`config.mk`:
```
export PLATFORM = sky130hd
export DESIGN_NAME = json_object_key_value_splitter
export DESIGN_NICKNAME = d
export VERILOG_FILES = /design/src/design/jkvs_pkg.sv /design/src/design/json_object_key_value_splitter.sv /design/src/design/jkvs_parse.sv /design/src/design/jkvs_out_reg.sv
export VERILOG_INCLUDE_DIRS = /design/src /design/src/design
export SDC_FILE = /design/constraint.sdc
export NUM_CORES = 1
export LEC_CHECK = 0
export ABC_AREA = 0
export BUFFER_PORTS_ARGS = -buffer_cell sky130_fd_sc_hd__buf_2
export CORE_MARGIN = 10
export CORE_UTILIZATION = 53
export CTS_CLUSTER_SIZE = 40
export DETAILED_ROUTE_END_ITERATION = 12
export PLACE_DENSITY = 0.76
export REMOVE_ABC_BUFFERS = 1
export SLEW_MARGIN = 20
export SYNTH_ARGS = -nofsm -noshare
export SYNTH_HDL_FRONTEND = slang
export SYNTH_SLANG_ARGS = --single-unit
```
`constraint.sdc`:
```
create_clock -name aclk -period 3.8 [get_ports aclk]
set_input_delay 1.14 -clock aclk [delete_from_list [all_inputs] [get_ports aclk]]
set_output_delay 1.14 -clock aclk [all_outputs]
set_load 0.02 [all_outputs]
```
`src/design/json_object_key_value_splitter_macros.svh`:
```
// Assertion macros for the JSON object key/value splitter.
// Used by the top level; no other dependencies.
`ifndef JSON_OBJECT_KEY_VALUE_SPLITTER_MACROS_SVH
`define JSON_OBJECT_KEY_VALUE_SPLITTER_MACROS_SVH
`ifndef SYNTHESIS
`define JKVS_ASSERT_IMP(name, clk, rst_n, ante, cons) \
    name: assert property (@(posedge clk) disable iff (!(rst_n)) (ante) |-> (cons)) \
        else $error("JKVS same-cycle check failed");
`define JKVS_ASSERT_NEXT(name, clk, rst_n, ante, cons) \
    name: assert property (@(posedge clk) disable iff (!(rst_n)) (ante) |=> (cons)) \
        else $error("JKVS next-cycle check failed");
`else
`define JKVS_ASSERT_IMP(name, clk, rst_n, ante, cons)
`define JKVS_ASSERT_NEXT(name, clk, rst_n, ante, cons)
`endif
`endif

```
`src/design/jkvs_pkg.sv`:
```
// Package for the JSON object key/value splitter: payload structs, phase codes,
// character constants and helper functions. No dependencies.
`timescale 1ns / 1ps

package jkvs_pkg;

    localparam int MAX_NESTING_DEFAULT = 255;

    localparam logic [7:0] CH_LBRACE    = 8'h7B;
    localparam logic [7:0] CH_RBRACE    = 8'h7D;
    localparam logic [7:0] CH_LBRACKET  = 8'h5B;
    localparam logic [7:0] CH_RBRACKET  = 8'h5D;
    localparam logic [7:0] CH_COMMA     = 8'h2C;
    localparam logic [7:0] CH_COLON     = 8'h3A;
    localparam logic [7:0] CH_QUOTE     = 8'h22;
    localparam logic [7:0] CH_BACKSLASH = 8'h5C;
    localparam logic [7:0] CH_SPACE     = 8'h20;
    localparam logic [7:0] CH_TAB       = 8'h09;
    localparam logic [7:0] CH_LF        = 8'h0A;
    localparam logic [7:0] CH_CR        = 8'h0D;

    typedef enum logic [2:0] {
        PH_HEAD  = 3'd0,
        PH_KEY   = 3'd1,
        PH_COLON = 3'd2,
        PH_VALUE = 3'd3,
        PH_END   = 3'd4,
        PH_BAD   = 3'd5
    } phase_t;

    typedef struct packed {
        logic       mode;
        logic [7:0] data_byte;
    } in_t;

    typedef struct packed {
        logic [7:0] out_byte;
        logic       out_valid;
        logic       out_is_key;
        logic       key_done;
        logic       item_done;
        logic       group_done;
        logic       group_dropped;
        logic       format_error;
        logic       rejected;
    } out_t;

    typedef struct packed {
        logic inside_string;
        logic escape_pending;
        logic group_open;
    } flags_t;

    function automatic logic is_space(input logic [7:0] c);
        return (c == CH_SPACE) || (c == CH_TAB) || (c == CH_LF) || (c == CH_CR);
    endfunction

endpackage

```
`src/design/json_object_key_value_splitter.sv`:
```
// Top level of the JSON object key/value splitter: parser state registers,
// parser step and result register. Depends on jkvs_pkg, jkvs_parse, jkvs_out_reg.
//
// The s_ channel carries one item per transfer: a data byte (mode 0) or an end
// marker (mode 1) that resets the parser and reports an unfinished group.
// Every input transfer produces exactly one result transfer on the m_ channel,
// holding the byte with its key/value tag and the key, item and group marks.
// m_valid rises in the cycle after an input transfer. One item is taken per
// cycle while the receiver does not stall; the parser step is a single pass
// of compare logic between the state registers and the result register.
// While the receiver stalls, the finished result stays in the result register
// and s_ready drops until it is taken; s_ready is high whenever that register
// is empty or being read in the same cycle.
// Reset (aresetn low, synchronous) empties the result register and puts the
// parser in its head phase with zero depths and cleared flags.
`timescale 1ns / 1ps
`include "json_object_key_value_splitter_macros.svh"

module json_object_key_value_splitter #(
    parameter int MAX_NESTING = jkvs_pkg::MAX_NESTING_DEFAULT
) (
    input  logic           aclk,
    input  logic           aresetn,
    input  logic           s_valid,
    output logic           s_ready,
    input  jkvs_pkg::in_t  s_data,
    output logic           m_valid,
    input  logic           m_ready,
    output jkvs_pkg::out_t m_data
);

    localparam int DepthW = $clog2(MAX_NESTING + 1);

    jkvs_pkg::phase_t  phase_reg;
    jkvs_pkg::phase_t  phase_next;
    logic [DepthW-1:0] obj_depth_reg;
    logic [DepthW-1:0] obj_depth_next;
    logic [DepthW-1:0] arr_depth_reg;
    logic [DepthW-1:0] arr_depth_next;
    jkvs_pkg::flags_t  flags_reg;
    jkvs_pkg::flags_t  flags_next;
    jkvs_pkg::out_t    res;
    logic              accept;

    assign accept = s_valid && s_ready;

    jkvs_parse #(
        .MAX_NESTING(MAX_NESTING)
    ) u_parse (
        .item_i      (s_data),
        .phase_i     (phase_reg),
        .obj_depth_i (obj_depth_reg),
        .arr_depth_i (arr_depth_reg),
        .flags_i     (flags_reg),
        .phase_o     (phase_next),
        .obj_depth_o (obj_depth_next),
        .arr_depth_o (arr_depth_next),
        .flags_o     (flags_next),
        .res_o       (res)
    );

    always_ff @(posedge aclk) begin
        if (!aresetn) begin
            phase_reg     <= jkvs_pkg::PH_HEAD;
            obj_depth_reg <= '0;
            arr_depth_reg <= '0;
            flags_reg     <= '0;
        end else if (accept) begin
            phase_reg     <= phase_next;
            obj_depth_reg <= obj_depth_next;
            arr_depth_reg <= arr_depth_next;
            flags_reg     <= flags_next;
        end
    end

    jkvs_out_reg u_out_reg (
        .aclk    (aclk),
        .aresetn (aresetn),
        .load    (accept),
        .data_in (res),
        .ready   (s_ready),
        .m_valid (m_valid),
        .m_ready (m_ready),
        .m_data  (m_data)
    );

    `JKVS_ASSERT_NEXT(a_end_resets, aclk, aresetn, accept && s_data.mode, (phase_reg == jkvs_pkg::PH_HEAD) && (obj_depth_reg == '0) && (flags_reg == '0))
    `JKVS_ASSERT_NEXT(a_group_done_ends, aclk, aresetn, accept && res.group_done, (phase_reg == jkvs_pkg::PH_END) && !flags_reg.group_open)
    `JKVS_ASSERT_IMP(a_valid_clean, aclk, aresetn, m_valid && m_data.out_valid, !m_data.format_error && !m_data.rejected && !m_data.group_dropped)
    `JKVS_ASSERT_IMP(a_empty_ready, aclk, aresetn, !m_valid, s_ready)

endmodule

```
`src/design/jkvs_parse.sv`:
```
// Combinational parser step: next phase, depths and flags, and the result item.
// Depends on jkvs_pkg.
`timescale 1ns / 1ps

module jkvs_parse #(
    parameter int MAX_NESTING = jkvs_pkg::MAX_NESTING_DEFAULT,
    localparam int DepthW = $clog2(MAX_NESTING + 1)
) (
    input  jkvs_pkg::in_t     item_i,
    input  jkvs_pkg::phase_t  phase_i,
    input  logic [DepthW-1:0] obj_depth_i,
    input  logic [DepthW-1:0] arr_depth_i,
    input  jkvs_pkg::flags_t  flags_i,
    output jkvs_pkg::phase_t  phase_o,
    output logic [DepthW-1:0] obj_depth_o,
    output logic [DepthW-1:0] arr_depth_o,
    output jkvs_pkg::flags_t  flags_o,
    output jkvs_pkg::out_t    res_o
);

    localparam logic [DepthW-1:0] DepthMax = DepthW'(MAX_NESTING);
    localparam logic [DepthW-1:0] DepthOne = DepthW'(1);

    logic [7:0] c;
    logic       space;
    logic       obj_full;
    logic       arr_full;
    logic       top_level;

    assign c         = item_i.data_byte;
    assign space     = jkvs_pkg::is_space(c);
    assign obj_full  = (obj_depth_i >= DepthMax);
    assign arr_full  = (arr_depth_i >= DepthMax);
    assign top_level = (obj_depth_i == DepthOne) && (arr_depth_i == '0);

    // Next state.
    always_comb begin
        phase_o     = phase_i;
        obj_depth_o = obj_depth_i;
        arr_depth_o = arr_depth_i;
        flags_o     = flags_i;
        if (item_i.mode) begin
            phase_o     = jkvs_pkg::PH_HEAD;
            obj_depth_o = '0;
            arr_depth_o = '0;
            flags_o     = '0;
        end else begin
            case (phase_i)
                jkvs_pkg::PH_HEAD: begin
                    if (c == jkvs_pkg::CH_LBRACE) begin
                        obj_depth_o        = DepthOne;
                        flags_o.group_open = 1'b1;
                        phase_o            = jkvs_pkg::PH_KEY;
                    end else begin
                        phase_o = jkvs_pkg::PH_BAD;
                    end
                end
                jkvs_pkg::PH_KEY: begin
                    if (flags_i.inside_string) begin
                        if (flags_i.escape_pending) begin
                            flags_o.escape_pending = 1'b0;
                        end else if (c == jkvs_pkg::CH_BACKSLASH) begin
                            flags_o.escape_pending = 1'b1;
                        end else if (c == jkvs_pkg::CH_QUOTE) begin
                            flags_o.inside_string = 1'b0;
                            phase_o               = jkvs_pkg::PH_COLON;
                        end
                    end else if (c == jkvs_pkg::CH_QUOTE) begin
                        flags_o.inside_string = 1'b1;
                    end else if (!space) begin
                        phase_o = jkvs_pkg::PH_BAD;
                    end
                end
                jkvs_pkg::PH_COLON: begin
                    if (c == jkvs_pkg::CH_COLON) begin
                        phase_o = jkvs_pkg::PH_VALUE;
                    end else if (!space) begin
                        phase_o = jkvs_pkg::PH_BAD;
                    end
                end
                jkvs_pkg::PH_VALUE: begin
                    if (flags_i.inside_string) begin
                        if (flags_i.escape_pending) begin
                            flags_o.escape_pending = 1'b0;
                        end else if (c == jkvs_pkg::CH_QUOTE) begin
                            flags_o.inside_string = 1'b0;
                        end else if (c == jkvs_pkg::CH_BACKSLASH) begin
                            flags_o.escape_pending = 1'b1;
                        end
                    end else if (!space) begin
                        case (c)
                            jkvs_pkg::CH_LBRACKET: begin
                                if (arr_full) begin
                                    phase_o = jkvs_pkg::PH_BAD;
                                end else begin
                                    arr_depth_o = arr_depth_i + DepthOne;
                                end
                            end
                            jkvs_pkg::CH_RBRACKET: begin
                                if (arr_depth_i == '0) begin
                                    phase_o = jkvs_pkg::PH_BAD;
                                end else begin
                                    arr_depth_o = arr_depth_i - DepthOne;
                                end
                            end
                            jkvs_pkg::CH_LBRACE: begin
                                if (obj_full) begin
                                    phase_o = jkvs_pkg::PH_BAD;
                                end else begin
                                    obj_depth_o = obj_depth_i + DepthOne;
                                end
                            end
                            jkvs_pkg::CH_RBRACE: begin
                                if (obj_depth_i <= DepthOne) begin
                                    obj_depth_o        = '0;
                                    flags_o.group_open = 1'b0;
                                    phase_o            = jkvs_pkg::PH_END;
                                end else begin
                                    obj_depth_o = obj_depth_i - DepthOne;
                                end
                            end
                            jkvs_pkg::CH_QUOTE: begin
                                flags_o.inside_string = 1'b1;
                            end
                            jkvs_pkg::CH_COMMA: begin
                                if (top_level) begin
                                    phase_o = jkvs_pkg::PH_KEY;
                                end
                            end
                            default: begin
                            end
                        endcase
                    end
                end
                default: begin
                end
            endcase
        end
    end

    // Result item.
    always_comb begin
        res_o = '0;
        if (item_i.mode) begin
            res_o.group_dropped = flags_i.group_open && (phase_i != jkvs_pkg::PH_END);
        end else begin
            res_o.out_byte = c;
            case (phase_i)
                jkvs_pkg::PH_HEAD: begin
                    res_o.format_error = (c != jkvs_pkg::CH_LBRACE);
                end
                jkvs_pkg::PH_KEY: begin
                    if (flags_i.inside_string) begin
                        res_o.out_valid  = 1'b1;
                        res_o.out_is_key = 1'b1;
                        res_o.key_done   = !flags_i.escape_pending &&
                                           (c == jkvs_pkg::CH_QUOTE);
                    end else if (c == jkvs_pkg::CH_QUOTE) begin
                        res_o.out_valid  = 1'b1;
                        res_o.out_is_key = 1'b1;
                    end else begin
                        res_o.format_error = !space;
                    end
                end
                jkvs_pkg::PH_COLON: begin
                    res_o.format_error = (c != jkvs_pkg::CH_COLON) && !space;
                end
                jkvs_pkg::PH_VALUE: begin
                    if (flags_i.inside_string) begin
                        res_o.out_valid = 1'b1;
                    end else if (!space) begin
                        case (c)
                            jkvs_pkg::CH_LBRACKET: begin
                                res_o.format_error = arr_full;
                                res_o.out_valid    = !arr_full;
                            end
                            jkvs_pkg::CH_RBRACKET: begin
                                res_o.format_error = (arr_depth_i == '0);
                                res_o.out_valid    = (arr_depth_i != '0);
                            end
                            jkvs_pkg::CH_LBRACE: begin
                                res_o.format_error = obj_full;
                                res_o.out_valid    = !obj_full;
                            end
                            jkvs_pkg::CH_RBRACE: begin
                                if (obj_depth_i <= DepthOne) begin
                                    res_o.item_done  = 1'b1;
                                    res_o.group_done = 1'b1;
                                end else begin
                                    res_o.out_valid = 1'b1;
                                end
                            end
                            jkvs_pkg::CH_COMMA: begin
                                res_o.item_done = top_level;
                                res_o.out_valid = !top_level;
                            end
                            default: begin
                                res_o.out_valid = 1'b1;
                            end
                        endcase
                    end
                end
                default: begin
                    res_o.rejected = 1'b1;
                end
            endcase
        end
    end

endmodule

```
`src/design/jkvs_out_reg.sv`:
```
// Result register with valid/ready handshake toward the downstream receiver.
// Depends on jkvs_pkg.
`timescale 1ns / 1ps

module jkvs_out_reg (
    input  logic           aclk,
    input  logic           aresetn,
    input  logic           load,
    input  jkvs_pkg::out_t data_in,
    output logic           ready,
    output logic           m_valid,
    input  logic           m_ready,
    output jkvs_pkg::out_t m_data
);

    logic           valid_reg;
    logic           valid_next;
    jkvs_pkg::out_t data_reg;

    assign ready      = !valid_reg || m_ready;
    assign valid_next = load || (valid_reg && !m_ready);

    always_ff @(posedge aclk) begin
        if (!aresetn) begin
            valid_reg <= 1'b0;
        end else begin
            valid_reg <= valid_next;
        end
    end

    always_ff @(posedge aclk) begin
        if (load) begin
            data_reg <= data_in;
        end
    end

    assign m_valid = valid_reg;
    assign m_data  = data_reg;

endmodule

```
; Word-level counts from Yosys, hierarchy flattened
; Cells that the tools add are included.
[op_classes]
muxes = 71
n_shift = 0
n_div = 0
mul = 0
eq_ne = 42
magnitude_cmp = 3
n_reduce_logical = 37
add_sub_neg = 4
n_bitwise = 4
[op_table]
columns = op, count
row1 = $mux W8, 12
row2 = $mux W3, 17
row3 = $pmux W8 S2, 3
row4 = $eq A8 B7 Y1 const B, 5
row5 = $eq A8 B6 Y1 const B, 4
row6 = $ne A4 B3 Y1 const B, 7
row7 = $mux W1, 27
row8 = $eq A8 B4 Y1 const B, 3
row9 = $ne A3 B3 Y1 const B, 8
row10 = $reduce_and A7 Y1, 3
row11 = $add A8 B1 Y8 const B, 2
row12 = $ge A8 B8 Y1 const B, 2
row13 = $ne A4 B4 Y1 const B, 4
row14 = $sub A8 B1 Y8 const B, 2
row15 = $pmux W3 S5, 1
row16 = $reduce_and A14 Y1, 1
row17 = $pmux W3 S4, 1
row18 = $reduce_bool A3 Y1, 3
row19 = $eq A8 B1 Y1 const B, 1
row20 = $le A8 B1 Y1 const B, 1
row21 = $logic_not A8 Y1, 1
row22 = $ne A8 B6 Y1 const B, 1
row23 = $ne A8 B7 Y1 const B, 1
row24 = $reduce_bool A8 Y1, 1
row25 = other kinds (24), 50
[totals]
n_memories = 0
word_cells = 177
latchBits = 0
ramBits = 0
out_inout_bits = 18
ff_bits = 39
rom_bits = 0
inputBits = 13

; Logic depth before layout (Yosys ltp)
; Gate-level depths: netlist of run 1.
[depth]
word_depth = 9
depth_mapped = 11
mapped_depth_nobuf = 10

; By module
; Synthesis of run 1 repeated with hierarchy kept, for this count alone.
[hier_totals]
cells_unflattened = 417
hier_area_um2 = 3309.4
[by_module_without_submodules]
columns = module, n_inst, area_each_um2, seq_area_each_um2, cells_each
row1 = jkvs_parse, 1, 1854.3, 0.0, 297
row2 = json_object_key_value_splitter, 1, 925.9, 440.4, 100
row3 = jkvs_out_reg, 1, 529.3, 500.5, 20

; Worst setup path before layout of run 1
; Ideal clock, no wire load.
[synth_path]
path_type = input -> register
start = input s_data[5] (netlist name)
end = register arr_depth_reg[7]
cell_stages = 11
required_ps = 3671
t_arrival_ps = 3614
setup_time_ps = 129
setup_slack_ps = 57
n_path_buf = 1
path_cell_list = clkbuf_1 > nor4bb_1 > nand2_1 > inv_1 > ha_1 > a21o_1 > a211o_1 > a2111o_1 > and4_1 > o21ai_0 > nand4b_1
[synth_between]
elab_chain_len = 6
elab_cells_between_ends = 19
cone_classes = eq/ne (9) / mux (5) / reduce/logical (5)
[synth_rtl]
columns = element, line
row1 = from (decl), json_object_key_value_splitter.sv:26  ; input jkvs_pkg::in_t s_data,
row2 = "$eq A8 B7 Y1, or another cell as far along", jkvs_parse.sv:91  ; case (c)
row3 = $pmux W8 S2 / $logic_or A1 B1 Y1 (equally long branches), "jkvs_parse.sv:91, jkvs_pkg.sv:55"
row4 = $mux W8 / $logic_or A1 B1 Y1 (equally long branches), "jkvs_parse.sv:90, jkvs_pkg.sv:55"
row5 = $mux W8 / $logic_or A1 B1 Y1 (equally long branches), "jkvs_parse.sv:82, jkvs_pkg.sv:55"
row6 = $mux W8 / $ne A2 B2 Y1 (equally long branches), n/a
row7 = $mux W8 / $reduce_and A7 Y1 (equally long branches), n/a
row8 = to (signal assigned), json_object_key_value_splitter.sv:71  ; arr_depth_reg <= arr_depth_next;
row9 = to (decl), json_object_key_value_splitter.sv:38  ; logic [DepthW-1:0] arr_depth_reg;
; Several ways; a longest one is shown, not always the timed one. The select of a mux whose other input is x is not followed.
; A chain may end at the register's enable or synchronous reset.

; Final worst setup path of run 1
[layout_path]
start = input s_data[6] (netlist name)
end = register arr_depth_reg[7]
; Same word-level chain as after synthesis.

==> results_tabular.tex, run 1 <==
\begin{tabular}{lr}
\hline
Metric & Value \\
\hline
\multicolumn{2}{l}{\textbf{Drt}} \\
Average detailed-routed wire length per instance & 16.61 um \\
Per-cell via count in the routed design & 6.293 \\
Routed Antenna Nets & 0 \\
Count of unresolved DRC violations after routing & 0 \\
Vias after detailed routing & 2643 \\
DR iter-0 viols & 216 \\
DRT Wirelength & 6978 um \\
Total iterations of the first detailed-routing run & 6 \\
\multicolumn{2}{l}{\textbf{Timing}} \\
Final worst path period share & 88.83\% \\
Final WS setup & 0.4244 ns \\
Final count of hold timing violations & 0 \\
Minimum clock period after layout & 3.376 ns \\
Layout Skew & 0.007144 ns \\
Slew @ Worst Pin & 0.8330 ns \\
Final Slew Violations & 0 \\
Total negative setup slack & 0 ns \\
Worst-case headroom to the max-slew limit & 44.04\% \\
Final setup violation count & 0 \\
RSZ-0062 raised after global routing & false \\
Achievable clock frequency & 296.2 MHz \\
\multicolumn{2}{l}{\textbf{Final layout}} \\
Core utilization of the finished layout & 59.92\% \\
Fillcell total & 478 \\
Final net count & 372 \\
Share of cells above drive strength 1 & 15.43\% \\
Max FFs per register & 16 \\
Non-Filler Instances & 420 \\
Antenna diode count & 0 \\
Area growth from synthesis to final layout & 9.686\% \\
\multicolumn{2}{l}{\textbf{Logic synthesis}} \\
Portion of netlist area occupied by mux cells & 2.511\% \\
Count leader, synth & sky130\_fd\_sc\_hd\_\_nor2\_1 \\
Biggest area consumer among synthesized cells & sky130\_fd\_sc\_hd\_\_edfxtp\_1 \\
Number of synthesized register bits & 39 \\
Share of the synthesized netlist area taken by xor and xnor gates & 2.825\% \\
Synth top cells by count & 33 x sky130\_fd\_sc\_hd\_\_nor2\_1, 29 x sky130\_fd\_sc\_hd\_\_a21oi\_1, 23 x sky130\_fd\_sc\_hd\_\_dfxtp\_1, 22 x sky130\_fd\_sc\_hd\_\_nand2\_1, 17 x sky130\_fd\_sc\_hd\_\_clkbuf\_1 \\
Cell area after synthesis & 0.002790 mm\^{}2 \\
Count of synthesis-stage warnings from yosys & 0 \\
Avg Synthesized Cell Area & 8.507 um\^{}2 \\
Arithmetic-cell share of the synthesized area counting full adders, half adders and majority gates & 4.753\% \\
Compound-cell area share of the yosys netlist & 22.15\% \\
Main synth FF type & sky130\_fd\_sc\_hd\_\_dfxtp\_1 \\
Cells after synthesis & 328 \\
Post-synth EDFFs & 16 \\
Area share of and/or/nand/nor cells after synthesis & 28.79\% \\
Post-synth ARST share & 0\% \\
Cell variety after synth & 69 \\
Top cells by area in the synthesized netlist & sky130\_fd\_sc\_hd\_\_edfxtp\_1 17\%, sky130\_fd\_sc\_hd\_\_dfxtp\_1 17\%, sky130\_fd\_sc\_hd\_\_a21oi\_1 5.2\%, sky130\_fd\_sc\_hd\_\_nor2\_1 4.4\%, sky130\_fd\_sc\_hd\_\_ha\_1 4.0\% \\
Proportion of netlist area held by the largest area contributor & 17.22\% \\
Combinational family with the most area after synthesis & simple AND/OR/NAND/NOR gates \\
Seq/Total Area, Yosys & 33.72\% \\
\multicolumn{2}{l}{\textbf{Setup path}} \\
CP Capture Type & register \\
Setup Crit Path Kind & in2reg \\
Critical Path Source Type & input pin \\
Data required time at the worst endpoint & 3.97 ns \\
Critical path arrival & 3.55 ns \\
Worst-path fanout max & 7 \\
\multicolumn{2}{l}{\textbf{Clocking}} \\
Number of buffers created by CTS & 5 \\
Number of gates resized after CTS & 0 \\
Total number of clock tree sinks & 39 \\
Setup fix buffers added after clock tree synthesis & 0 \\
TritonCTS clock tree & yes \\
Clock Pin Slew Worst Setup and Hold Paths & 0.07 ns \\
Maximum number of buffers from clock root to sink & 2 \\
Depth of the CTS H-tree & 2 \\
Later-pin clock latency in the skew report & 0.30 ns \\
Number of buffers inserted for hold repair after clock tree synthesis & 0 \\
CTS root buf & sky130\_fd\_sc\_hd\_\_clkbuf\_8 \\
\multicolumn{2}{l}{\textbf{Placed design}} \\
Dpl cells & 412 \\
Place WS & 0.1645 ns \\
Number of buffer cells added on primary ports & 30 \\
Detailed placement HPWL & 4978 um \\
Routability Congestion & 0.9311 \\
\multicolumn{2}{l}{\textbf{Power and ir drop}} \\
Leakage power & 1.188 nW \\
Tot Pwr & 0.0008609 W \\
Total power density per cell area & 281.3 mW/mm\^{}2 \\
Max VDD drop & 0.1364 mV \\
\multicolumn{2}{l}{\textbf{Min path}} \\
Type of the tightest min-delay check & reg2reg \\
\multicolumn{2}{l}{\textbf{GRT}} \\
Grt total ovfl & 0 \\
All-Layer GR Usage & 16.06\% \\
Via count of the first global-routing pass & 2428 \\
First-pass GRT wire length & 11500 um \\
Antenna violations before repair & 0 \\
Pin count of the biggest net entering global routing & 27 \\
\multicolumn{2}{l}{\textbf{Die}} \\
Die W & 92.56 um \\
Num rows & 26 \\
Die Height & 92.56 um \\
Core area & 0.005107 mm\^{}2 \\
Number of ports placed on the die boundary & 31 \\
Starting Density & 54.63\% \\
Total die area & 0.008566 mm\^{}2 \\
\multicolumn{2}{l}{\textbf{Run}} \\
Max-capacitance violation count & 0 \\
\multicolumn{2}{l}{\textbf{Outcome}} \\
Status & finished, final reports clean \\
\hline
\end{tabular}
==> area by class of cell <==
type | count | area [um^2] | area share [%]
timing repair buffer | 37 | 202.7 | 6.623
clock buffer | 6 | 72.57 | 2.371
sequential | 39 | 940.9 | 30.74
multi-input combinational | 254 | 1703 | 55.64
tap | 70 | 87.58 | 2.862
inverter | 12 | 45.04 | 1.472
clock inverter | 2 | 8.758 | 0.2862
==> path summary, 6_finish.rpt <==
path                            startpoint                           endpoint  slack [ns]  cells after the start
max                              s_data[6]      arr_depth_reg[7]$_SDFFE_PN0P_        0.42                     11
min              flags_reg[0]$_SDFFE_PN0P_          flags_reg[0]$_SDFFE_PN0P_        0.51                      2
max reg2reg  obj_depth_reg[4]$_SDFFE_PN0P_  u_out_reg.m_data[7]$_SDFFCE_PP0P_        1.24                      6
min reg2reg      flags_reg[0]$_SDFFE_PN0P_          flags_reg[0]$_SDFFE_PN0P_        0.51                      2
==> logic make-up after synthesis <==
kind of cell / Yosys count
and+or+nand+nor: 141
AOI/OAI and AO/OA: 87
DFF: 39
buffers and inverters: 35
adders and majority gates: 10
xor gates and xnor gates: 9
muxes: 7
==> where the power goes <==
part           switching [W]  leakage [nW]  total [W]  internal, W
combinational      0.0000807         0.799   0.000125    0.0000441
clock               0.000149        0.0426   0.000276     0.000126
sequential         0.0000100         0.347   0.000461     0.000450
==> per-layer routing <==
| layer | share of wire [%] | wire (um) | GRT usage (%) |
|---|---|---|---|
| met2 | 47 | 3291 | 25.71 |
| met1 | 43 | 3000 | 19.35 |
| met3 | 7.8 | 542 | 4.762 |
| met5 | 0 | 0 | 0 |
| met4 | 2.1 | 144 | 7.584 |
==> critical path: stages <==
cell and delay, ns:
sky130_fd_sc_hd__buf_2 0.14, sky130_fd_sc_hd__nor4bb_1 0.37, sky130_fd_sc_hd__nand2_1 0.17, sky130_fd_sc_hd__inv_1 0.10, sky130_fd_sc_hd__ha_1 0.22, sky130_fd_sc_hd__a21o_1 0.19
sky130_fd_sc_hd__a211o_1 0.32, sky130_fd_sc_hd__a2111o_1 0.42, sky130_fd_sc_hd__and4_1 0.19, sky130_fd_sc_hd__o21ai_0 0.17, sky130_fd_sc_hd__nand4b_1 0.11
==> cells in the final DEF (no fill, tap or decap), drive strengths merged, types with 2 or more instances in the layout <==
cell and n:
a2111o 2, a211o 3, a211oi 4, a21o 3, a21oi 29, a22oi 2, a31oi 3, a41o 2
and2 3, and3 6, and4b 3, buf 37, clkbuf 6, clkinv 3, dfxtp 23, edfxtp 16
ha 9, inv 11, mux2i 7, nand2 22, nand2b 11, nand3 8, nand3b 2, nand4 10
nand4b 3, nand4bb 3, nor2 33, nor2b 10, nor3 10, nor4 2, nor4b 2, nor4bb 4
o21a 2, o21ai 10, o22ai 5, o31ai 2, o32ai 4, or4 5, xnor2 6, xor2 3
==> per-stage QoR <==
| stage | area [um^2] | hold slack, ns |
|---|---|---|
| floorplan | 2689 | 0.4650 |
| global placement | 2979 | 0.4923 |
| detailed placement | 2979 | 0.4922 |
| CTS | 3060 | 0.5136 |
| global route | 3060 | 0.5502 |
| finish | 3060 | 0.5126 |
Power figures use the tool's default switching activity.
==> run 2: changes to the inputs <==
Settings changed: CORE_UTILIZATION 53 to 54, MAX_ROUTING_LAYER set to met4, PLACE_DENSITY 0.76 to 0.74.
Clock period 3.8 ns to 3.93 ns, I/O delays scaled along.
==> run 2 against run 1 <==
Effect of this change: clock skew up 0.00092 ns; count of clock-buffer cells in the layout stayed put; sequential share of layout area decreased by 0.43 points; flip-flop and latch count stayed put; core utilization rose by 1.2 points; register-to-register slack gained 0.12 ns; clock power increased by 26%; total power rose by 6.3%; routed wire length is 1.3% higher; first-iteration DRC count fell by 14%; largest cell class unchanged; highest routed layer unchanged.
==> results_tabular.tex, run 2 (same netlist as run 1, synthesis figures left out) <==
\begin{tabular}{lr}
\hline
Metric & Value \\
\hline
\multicolumn{2}{l}{\textbf{Setup path}} \\
Critical Path Source Type & input pin \\
Cell depth of the worst flop-to-flop path & 6 \\
Launch point of the worst path & s\_data[6] \\
Crit Reg-Reg Startpoint & obj\_depth\_reg[4]\$\_SDFFE\_PN0P\_ \\
Data required time at the worst endpoint & 4.11 ns \\
Critical path arrival & 3.74 ns \\
Critical path's largest stage delay & 0.42 ns \\
Capture instance of the worst register-to-register path & u\_out\_reg.m\_data[7]\$\_SDFFCE\_PP0P\_ \\
Setup Crit Path Kind & in2reg \\
CP Capture Type & register \\
Critical Path, Cell by Cell & buf\_2 > nor4bb\_1 > nand2\_1 > inv\_1 > ha\_1 > a21o\_1 > a211o\_1 > a2111o\_1 > and4\_1 > o21ai\_0 > nand4b\_1 \\
Slowest-stage cell, CP & sky130\_fd\_sc\_hd\_\_a2111o\_1 \\
Worst-path fanout max & 7 \\
Register-to-Register Setup Slack & 1.36 ns \\
\multicolumn{2}{l}{\textbf{Min path}} \\
Hold Path Sink & flags\_reg[0]\$\_SDFFE\_PN0P\_ \\
Startpoint of the worst hold path & flags\_reg[0]\$\_SDFFE\_PN0P\_ \\
Hold depth & 2 \\
Type of the tightest min-delay check & reg2reg \\
\multicolumn{2}{l}{\textbf{Power and ir drop}} \\
Clock power share & 37.9\% \\
Total power density per cell area & 294.7 mW/mm\^{}2 \\
Switching share of total power & 25.18\% \\
Combinational cell fraction of total power & 13.4\% \\
Leakage power & 1.212 nW \\
Internal power & 0.0006844 W \\
Switch Pwr & 0.0002304 W \\
Max VDD drop & 0.1360 mV \\
Part of the power in registers & 48.7\% \\
\multicolumn{2}{l}{\textbf{Timing}} \\
Final setup violation count & 0 \\
Layout Skew & 0.008065 ns \\
Final Slew Violations & 0 \\
Final WS setup & 0.3640 ns \\
Final worst path period share & 90.74\% \\
RSZ-0062 raised after global routing & false \\
Achievable clock frequency & 280.4 MHz \\
Slew @ Worst Pin & 0.8622 ns \\
Worst-case headroom to the max-slew limit & 42.07\% \\
Minimum clock period after layout & 3.566 ns \\
Total negative setup slack & 0 ns \\
Final count of hold timing violations & 0 \\
\multicolumn{2}{l}{\textbf{Clocking}} \\
Clock Pin Slew Worst Setup and Hold Paths & 0.08 ns \\
Number of buffers created by CTS & 5 \\
Total number of clock tree sinks & 39 \\
Number of gates resized after CTS & 0 \\
Depth of the CTS H-tree & 2 \\
Maximum number of buffers from clock root to sink & 2 \\
CTS root buf & sky130\_fd\_sc\_hd\_\_clkbuf\_8 \\
Number of buffers inserted for hold repair after clock tree synthesis & 0 \\
TritonCTS clock tree & yes \\
Later-pin clock latency in the skew report & 0.30 ns \\
Setup fix buffers added after clock tree synthesis & 0 \\
\multicolumn{2}{l}{\textbf{Final layout}} \\
Max FFs per register & 16 \\
Area growth from synthesis to final layout & 11.26\% \\
Antenna diode count & 0 \\
Most frequent cells in the layout & 33 x sky130\_fd\_sc\_hd\_\_nor2\_1, 30 x sky130\_fd\_sc\_hd\_\_buf\_2, 29 x sky130\_fd\_sc\_hd\_\_a21oi\_1 \\
Share of cells above drive strength 1 & 16.24\% \\
Non-Filler Instances & 421 \\
Fillcell total & 463 \\
Final net count & 373 \\
Most frequent standard cell in the layout excluding fill and tap cells & sky130\_fd\_sc\_hd\_\_nor2\_1 \\
\multicolumn{2}{l}{\textbf{GRT}} \\
Pin count of the biggest net entering global routing & 28 \\
All-Layer GR Usage & 17.32\% \\
Grt total ovfl & 0 \\
Antenna violations before repair & 0 \\
First-pass GRT wire length & 12010 um \\
Via count of the first global-routing pass & 2431 \\
\multicolumn{2}{l}{\textbf{Drt}} \\
Vias after detailed routing & 2683 \\
Per-cell via count in the routed design & 6.373 \\
DRT Wirelength & 7070 um \\
Total iterations of the first detailed-routing run & 5 \\
DR iter-0 viols & 186 \\
Count of unresolved DRC violations after routing & 0 \\
Average detailed-routed wire length per instance & 16.79 um \\
Routed Antenna Nets & 0 \\
\multicolumn{2}{l}{\textbf{Die}} \\
Starting Density & 54.98\% \\
Total die area & 0.008442 mm\^{}2 \\
Core area & 0.005075 mm\^{}2 \\
Die W & 91.88 um \\
Num rows & 26 \\
Die Height & 91.88 um \\
Number of ports placed on the die boundary & 31 \\
\multicolumn{2}{l}{\textbf{Placed design}} \\
Place WS & 0.05038 ns \\
Detailed placement HPWL & 5164 um \\
Routability Congestion & 0.9521 \\
Dpl cells & 413 \\
Number of buffer cells added on primary ports & 30 \\
\multicolumn{2}{l}{\textbf{Outcome}} \\
Status & finished, final reports clean \\
\multicolumn{2}{l}{\textbf{Run}} \\
Max-capacitance violation count & 0 \\
\hline
\end{tabular}
run 2: cell types whose count changed in the layout (fill, tap and decap cells not counted):
cell,delta
sky130_fd_sc_hd__buf_4,+1
sky130_fd_sc_hd__bufinv_16,+1
sky130_fd_sc_hd__clkbuf_1,-1
sky130_fd_sc_hd__clkbuf_8,+1
sky130_fd_sc_hd__clkinv_1,-1
run 2: final cells by class:
type	instances	area, um^2	area share, %
timing repair buffer	38	210.2	6.771
clock buffer	6	82.58	2.660
tap	70	87.58	2.821
inverter	12	45.04	1.451
sequential	39	940.9	30.31
clock inverter	2	35.03	1.129
multi-input combinational	254	1703	54.86
run 2: routing by layer:
| layer | global-route usage (%) | vias to the layer above | wire length, um |
|---|---|---|---|
| li1 | - | 1281 | - |
| met1 | 21.21 | 1256 | 2986 |
| met2 | 27.06 | 122 | 3380 |
| met3 | 4.075 | 24 | 510 |
| met4 | 6.555 | 0 | 193 |
| met5 | - | - | 0 |
run 2: critical path: cells and delay by family:
kind,cells,cell delay (ns)
buf+inv,2,0.35
simple gates,4,0.88
compound gates,4,1.08
fa+ha+maj,1,0.27
run 2: per-stage QoR:
| stage | instance area, um^2 | hold WS (ns) | utilization (%) | total power (W) |
|---|---|---|---|---|
| after global routing | 3104 | 0.5638 | 61.17 | 0.0009556 |
| final | 3104 | 0.5093 | 61.17 | 0.0009148 |
| after floorplan | 2689 | 0.4650 | - | 0.0005247 |
| after CTS | 3104 | 0.5166 | 61.17 | 0.0009230 |
| after detailed placement | 2987 | 0.4960 | 58.85 | 0.0005762 |
| after global placement | 2987 | 0.4849 | 58.85 | 0.0005735 |
run 2: power groups by stage:
stage / Clock [W] / Combinational (W) / Sequential (W)
CTS: 0.000356 / 0.000122 / 0.000446
global placement: 0 / 0.000119 / 0.000455
global route: 0.000375 / 0.000133 / 0.000448
finish: 0.000347 / 0.000122 / 0.000446
floorplan: 0 / 0.0000575 / 0.000467
detailed placement: 0 / 0.000121 / 0.000455
run 2: worst max-delay path by stage:
stage / depth (start not counted) / slack [ns] / to
2_1_floorplan: 10 / 0.33 / arr_depth_reg[7]$_SDFFE_PN0P_
3_5_place_dp: 11 / 0.05 / arr_depth_reg[7]$_SDFFE_PN0P_
6_report: 11 / 0.36 / arr_depth_reg[7]$_SDFFE_PN0P_
3_3_place_gp: 11 / 0.20 / arr_depth_reg[7]$_SDFFE_PN0P_
5_1_grt: 11 / 0.15 / arr_depth_reg[7]$_SDFFE_PN0P_
4_1_cts: 11 / 0.38 / arr_depth_reg[7]$_SDFFE_PN0P_
==> run 3: changes to the inputs <==
Settings changed: CELL_PAD_IN_SITES_DETAIL_PLACEMENT set to 0, CELL_PAD_IN_SITES_GLOBAL_PLACEMENT set to 1, CORE_UTILIZATION 54 to 48, PLACE_DENSITY 0.74 to not set, PLACE_DENSITY_LB_ADDON set to 0.1, TNS_END_PERCENT set to 100.
==> run 3 against run 2 <==
Effect of this change: core utilization down 5.3 points; cell area up 0.32%; count of clock-buffer cells in the layout unchanged; via count down 3.8%; largest power group unchanged; highest routed layer unchanged.
==> results_tabular.tex, run 3 (same netlist as run 1, synthesis figures left out) <==
\begin{tabular}{lr}
\hline
Metric & Value \\
\hline
\multicolumn{2}{l}{\textbf{Outcome}} \\
Status & finished, final reports clean \\
\multicolumn{2}{l}{\textbf{Clocking}} \\
Clock Pin Slew Worst Setup and Hold Paths & 0.08 ns \\
TritonCTS clock tree & yes \\
CTS root buf & sky130\_fd\_sc\_hd\_\_clkbuf\_8 \\
Total number of clock tree sinks & 39 \\
Later-pin clock latency in the skew report & 0.29 ns \\
Number of gates resized after CTS & 0 \\
Setup fix buffers added after clock tree synthesis & 0 \\
Depth of the CTS H-tree & 2 \\
Number of buffers inserted for hold repair after clock tree synthesis & 0 \\
Number of buffers created by CTS & 5 \\
Maximum number of buffers from clock root to sink & 2 \\
\multicolumn{2}{l}{\textbf{Final layout}} \\
Non-Filler Cell Area, Final & 0.003114 mm\^{}2 \\
Most frequent standard cell in the layout excluding fill and tap cells & sky130\_fd\_sc\_hd\_\_nor2\_1 \\
Share of cells above drive strength 1 & 16.48\% \\
Antenna diode count & 0 \\
Fillcell total & 534 \\
Area growth from synthesis to final layout & 11.61\% \\
Max FFs per register & 16 \\
Most frequent cells in the layout & 33 x sky130\_fd\_sc\_hd\_\_nor2\_1, 30 x sky130\_fd\_sc\_hd\_\_buf\_2, 29 x sky130\_fd\_sc\_hd\_\_a21oi\_1 \\
Final net count & 374 \\
\multicolumn{2}{l}{\textbf{GRT}} \\
All-Layer GR Usage & 16.13\% \\
First-pass GRT wire length & 11750 um \\
Pin count of the biggest net entering global routing & 28 \\
Grt total ovfl & 0 \\
Via count of the first global-routing pass & 2392 \\
Antenna violations before repair & 0 \\
\multicolumn{2}{l}{\textbf{Timing}} \\
Layout Skew & 0.004216 ns \\
Slew @ Worst Pin & 0.8821 ns \\
RSZ-0062 raised after global routing & false \\
Final count of hold timing violations & 0 \\
Achievable clock frequency & 296.0 MHz \\
Worst-case headroom to the max-slew limit & 40.74\% \\
Total negative setup slack & 0 ns \\
Minimum clock period after layout & 3.378 ns \\
Final Slew Violations & 0 \\
Worst hold-check slack & 0.5141 ns \\
Final worst path period share & 85.97\% \\
Final setup violation count & 0 \\
\multicolumn{2}{l}{\textbf{Die}} \\
Die Height & 96.24 um \\
Core area & 0.005574 mm\^{}2 \\
Die W & 96.24 um \\
Num rows & 27 \\
Total die area & 0.009262 mm\^{}2 \\
Starting Density & 50.06\% \\
Number of ports placed on the die boundary & 31 \\
\multicolumn{2}{l}{\textbf{Placed design}} \\
Number of buffer cells added on primary ports & 30 \\
Placed Area & 0.002997 mm\^{}2 \\
Detailed placement HPWL & 5252 um \\
Routability Congestion & 0.8579 \\
\multicolumn{2}{l}{\textbf{Drt}} \\
DRT Wirelength & 7080 um \\
Count of unresolved DRC violations after routing & 0 \\
Per-cell via count in the routed design & 6.087 \\
Routed Antenna Nets & 0 \\
DR iter-0 viols & 165 \\
Vias after detailed routing & 2581 \\
Total iterations of the first detailed-routing run & 4 \\
Average detailed-routed wire length per instance & 16.70 um \\
\multicolumn{2}{l}{\textbf{Setup path}} \\
Data required time at the worst endpoint & 4.10 ns \\
Critical path's largest stage delay & 0.42 ns \\
Setup Crit Path Kind & in2reg \\
Critical Path Source Type & input pin \\
Critical Path, Cell by Cell & buf\_2 > nor4bb\_1 > buf\_4 > nand2\_1 > inv\_1 > buf\_4 > ha\_1 > a211o\_1 > a2111o\_1 > and4\_1 > o21ai\_0 > nand4b\_1 \\
Slowest-stage cell, CP & sky130\_fd\_sc\_hd\_\_a2111o\_1 \\
Most used cell, CP & sky130\_fd\_sc\_hd\_\_buf\_4 \\
Worst-path fanout max & 7 \\
Critical path arrival & 3.55 ns \\
CP Capture Type & register \\
\multicolumn{2}{l}{\textbf{Power and ir drop}} \\
Leakage power & 1.217 nW \\
Total power density per cell area & 295.8 mW/mm\^{}2 \\
Max VDD drop & 0.1428 mV \\
\multicolumn{2}{l}{\textbf{Min path}} \\
Type of the tightest min-delay check & reg2reg \\
\multicolumn{2}{l}{\textbf{Run}} \\
Max-capacitance violation count & 0 \\
\hline
\end{tabular}
-- run 3: layout make-up --
| type | instances | area [um^2] | share of cell area (%) |
|---|---|---|---|
| Sequential cell | 39 | 940.9 | 30.21 |
| Clock buffer | 6 | 82.58 | 2.652 |
| Timing Repair Buffer | 39 | 217.7 | 6.991 |
| Inverter | 12 | 45.04 | 1.446 |
| Tap cell | 72 | 90.09 | 2.893 |
| Clock inverter | 2 | 35.03 | 1.125 |
| Multi-Input combinational cell | 254 | 1703 | 54.68 |
-- run 3: final timing paths --
path,cells after the start,start,slack (ns),endpoint
min,2,arr_depth_reg[5]$_SDFFE_PN0P_,0.51,arr_depth_reg[5]$_SDFFE_PN0P_
max,12,s_data[6],0.55,arr_depth_reg[7]$_SDFFE_PN0P_
min reg2reg,2,arr_depth_reg[5]$_SDFFE_PN0P_,0.51,arr_depth_reg[5]$_SDFFE_PN0P_
max reg2reg,6,obj_depth_reg[4]$_SDFFE_PN0P_,1.37,u_out_reg.m_data[7]$_SDFFCE_PP0P_
-- run 3: routing by layer --
layer / vias up / global-route usage (%) / share of wire [%]
met1: 1223 / 20.16 / 45
li1: 1282 / - / -
met5: - / - / 0
met4: 0 / 4.668 / 0.92
met3: 6 / 3.113 / 5.8
met2: 70 / 25.78 / 49
-- run 3: worst max-delay path: cells and delay by family --
| family | cells | cell delay, ns |
|---|---|---|
| buffers and inverters | 4 | 0.58 |
| adders and majority gates | 1 | 0.28 |
| AOI/OAI and AO/OA | 3 | 0.87 |
| and+or+nand+nor | 4 | 0.64 |
-- run 3: report_power, final --
part / total (W) / internal, W / switching, W
clock network: 0.000354 / 0.000206 / 0.000148
registers: 0.000446 / 0.000435 / 0.0000101
logic: 0.000122 / 0.0000443 / 0.0000776
-- run 3: metrics by stage --
step / std cells / setup WS (ns) / util, % / power [W]
5_1_grt: 424 / 0.2895 / 55.87 / 0.0009551
3_3_place_gp: 416 / 0.2813 / 53.76 / 0.0005769
2_1_floorplan: 305 / 0.3309 / - / 0.0005247
4_1_cts: 424 / 0.5538 / 55.87 / 0.0009283
3_5_place_dp: 416 / 0.2418 / 53.76 / 0.0005772
6_report: 424 / 0.5515 / 55.87 / 0.0009211
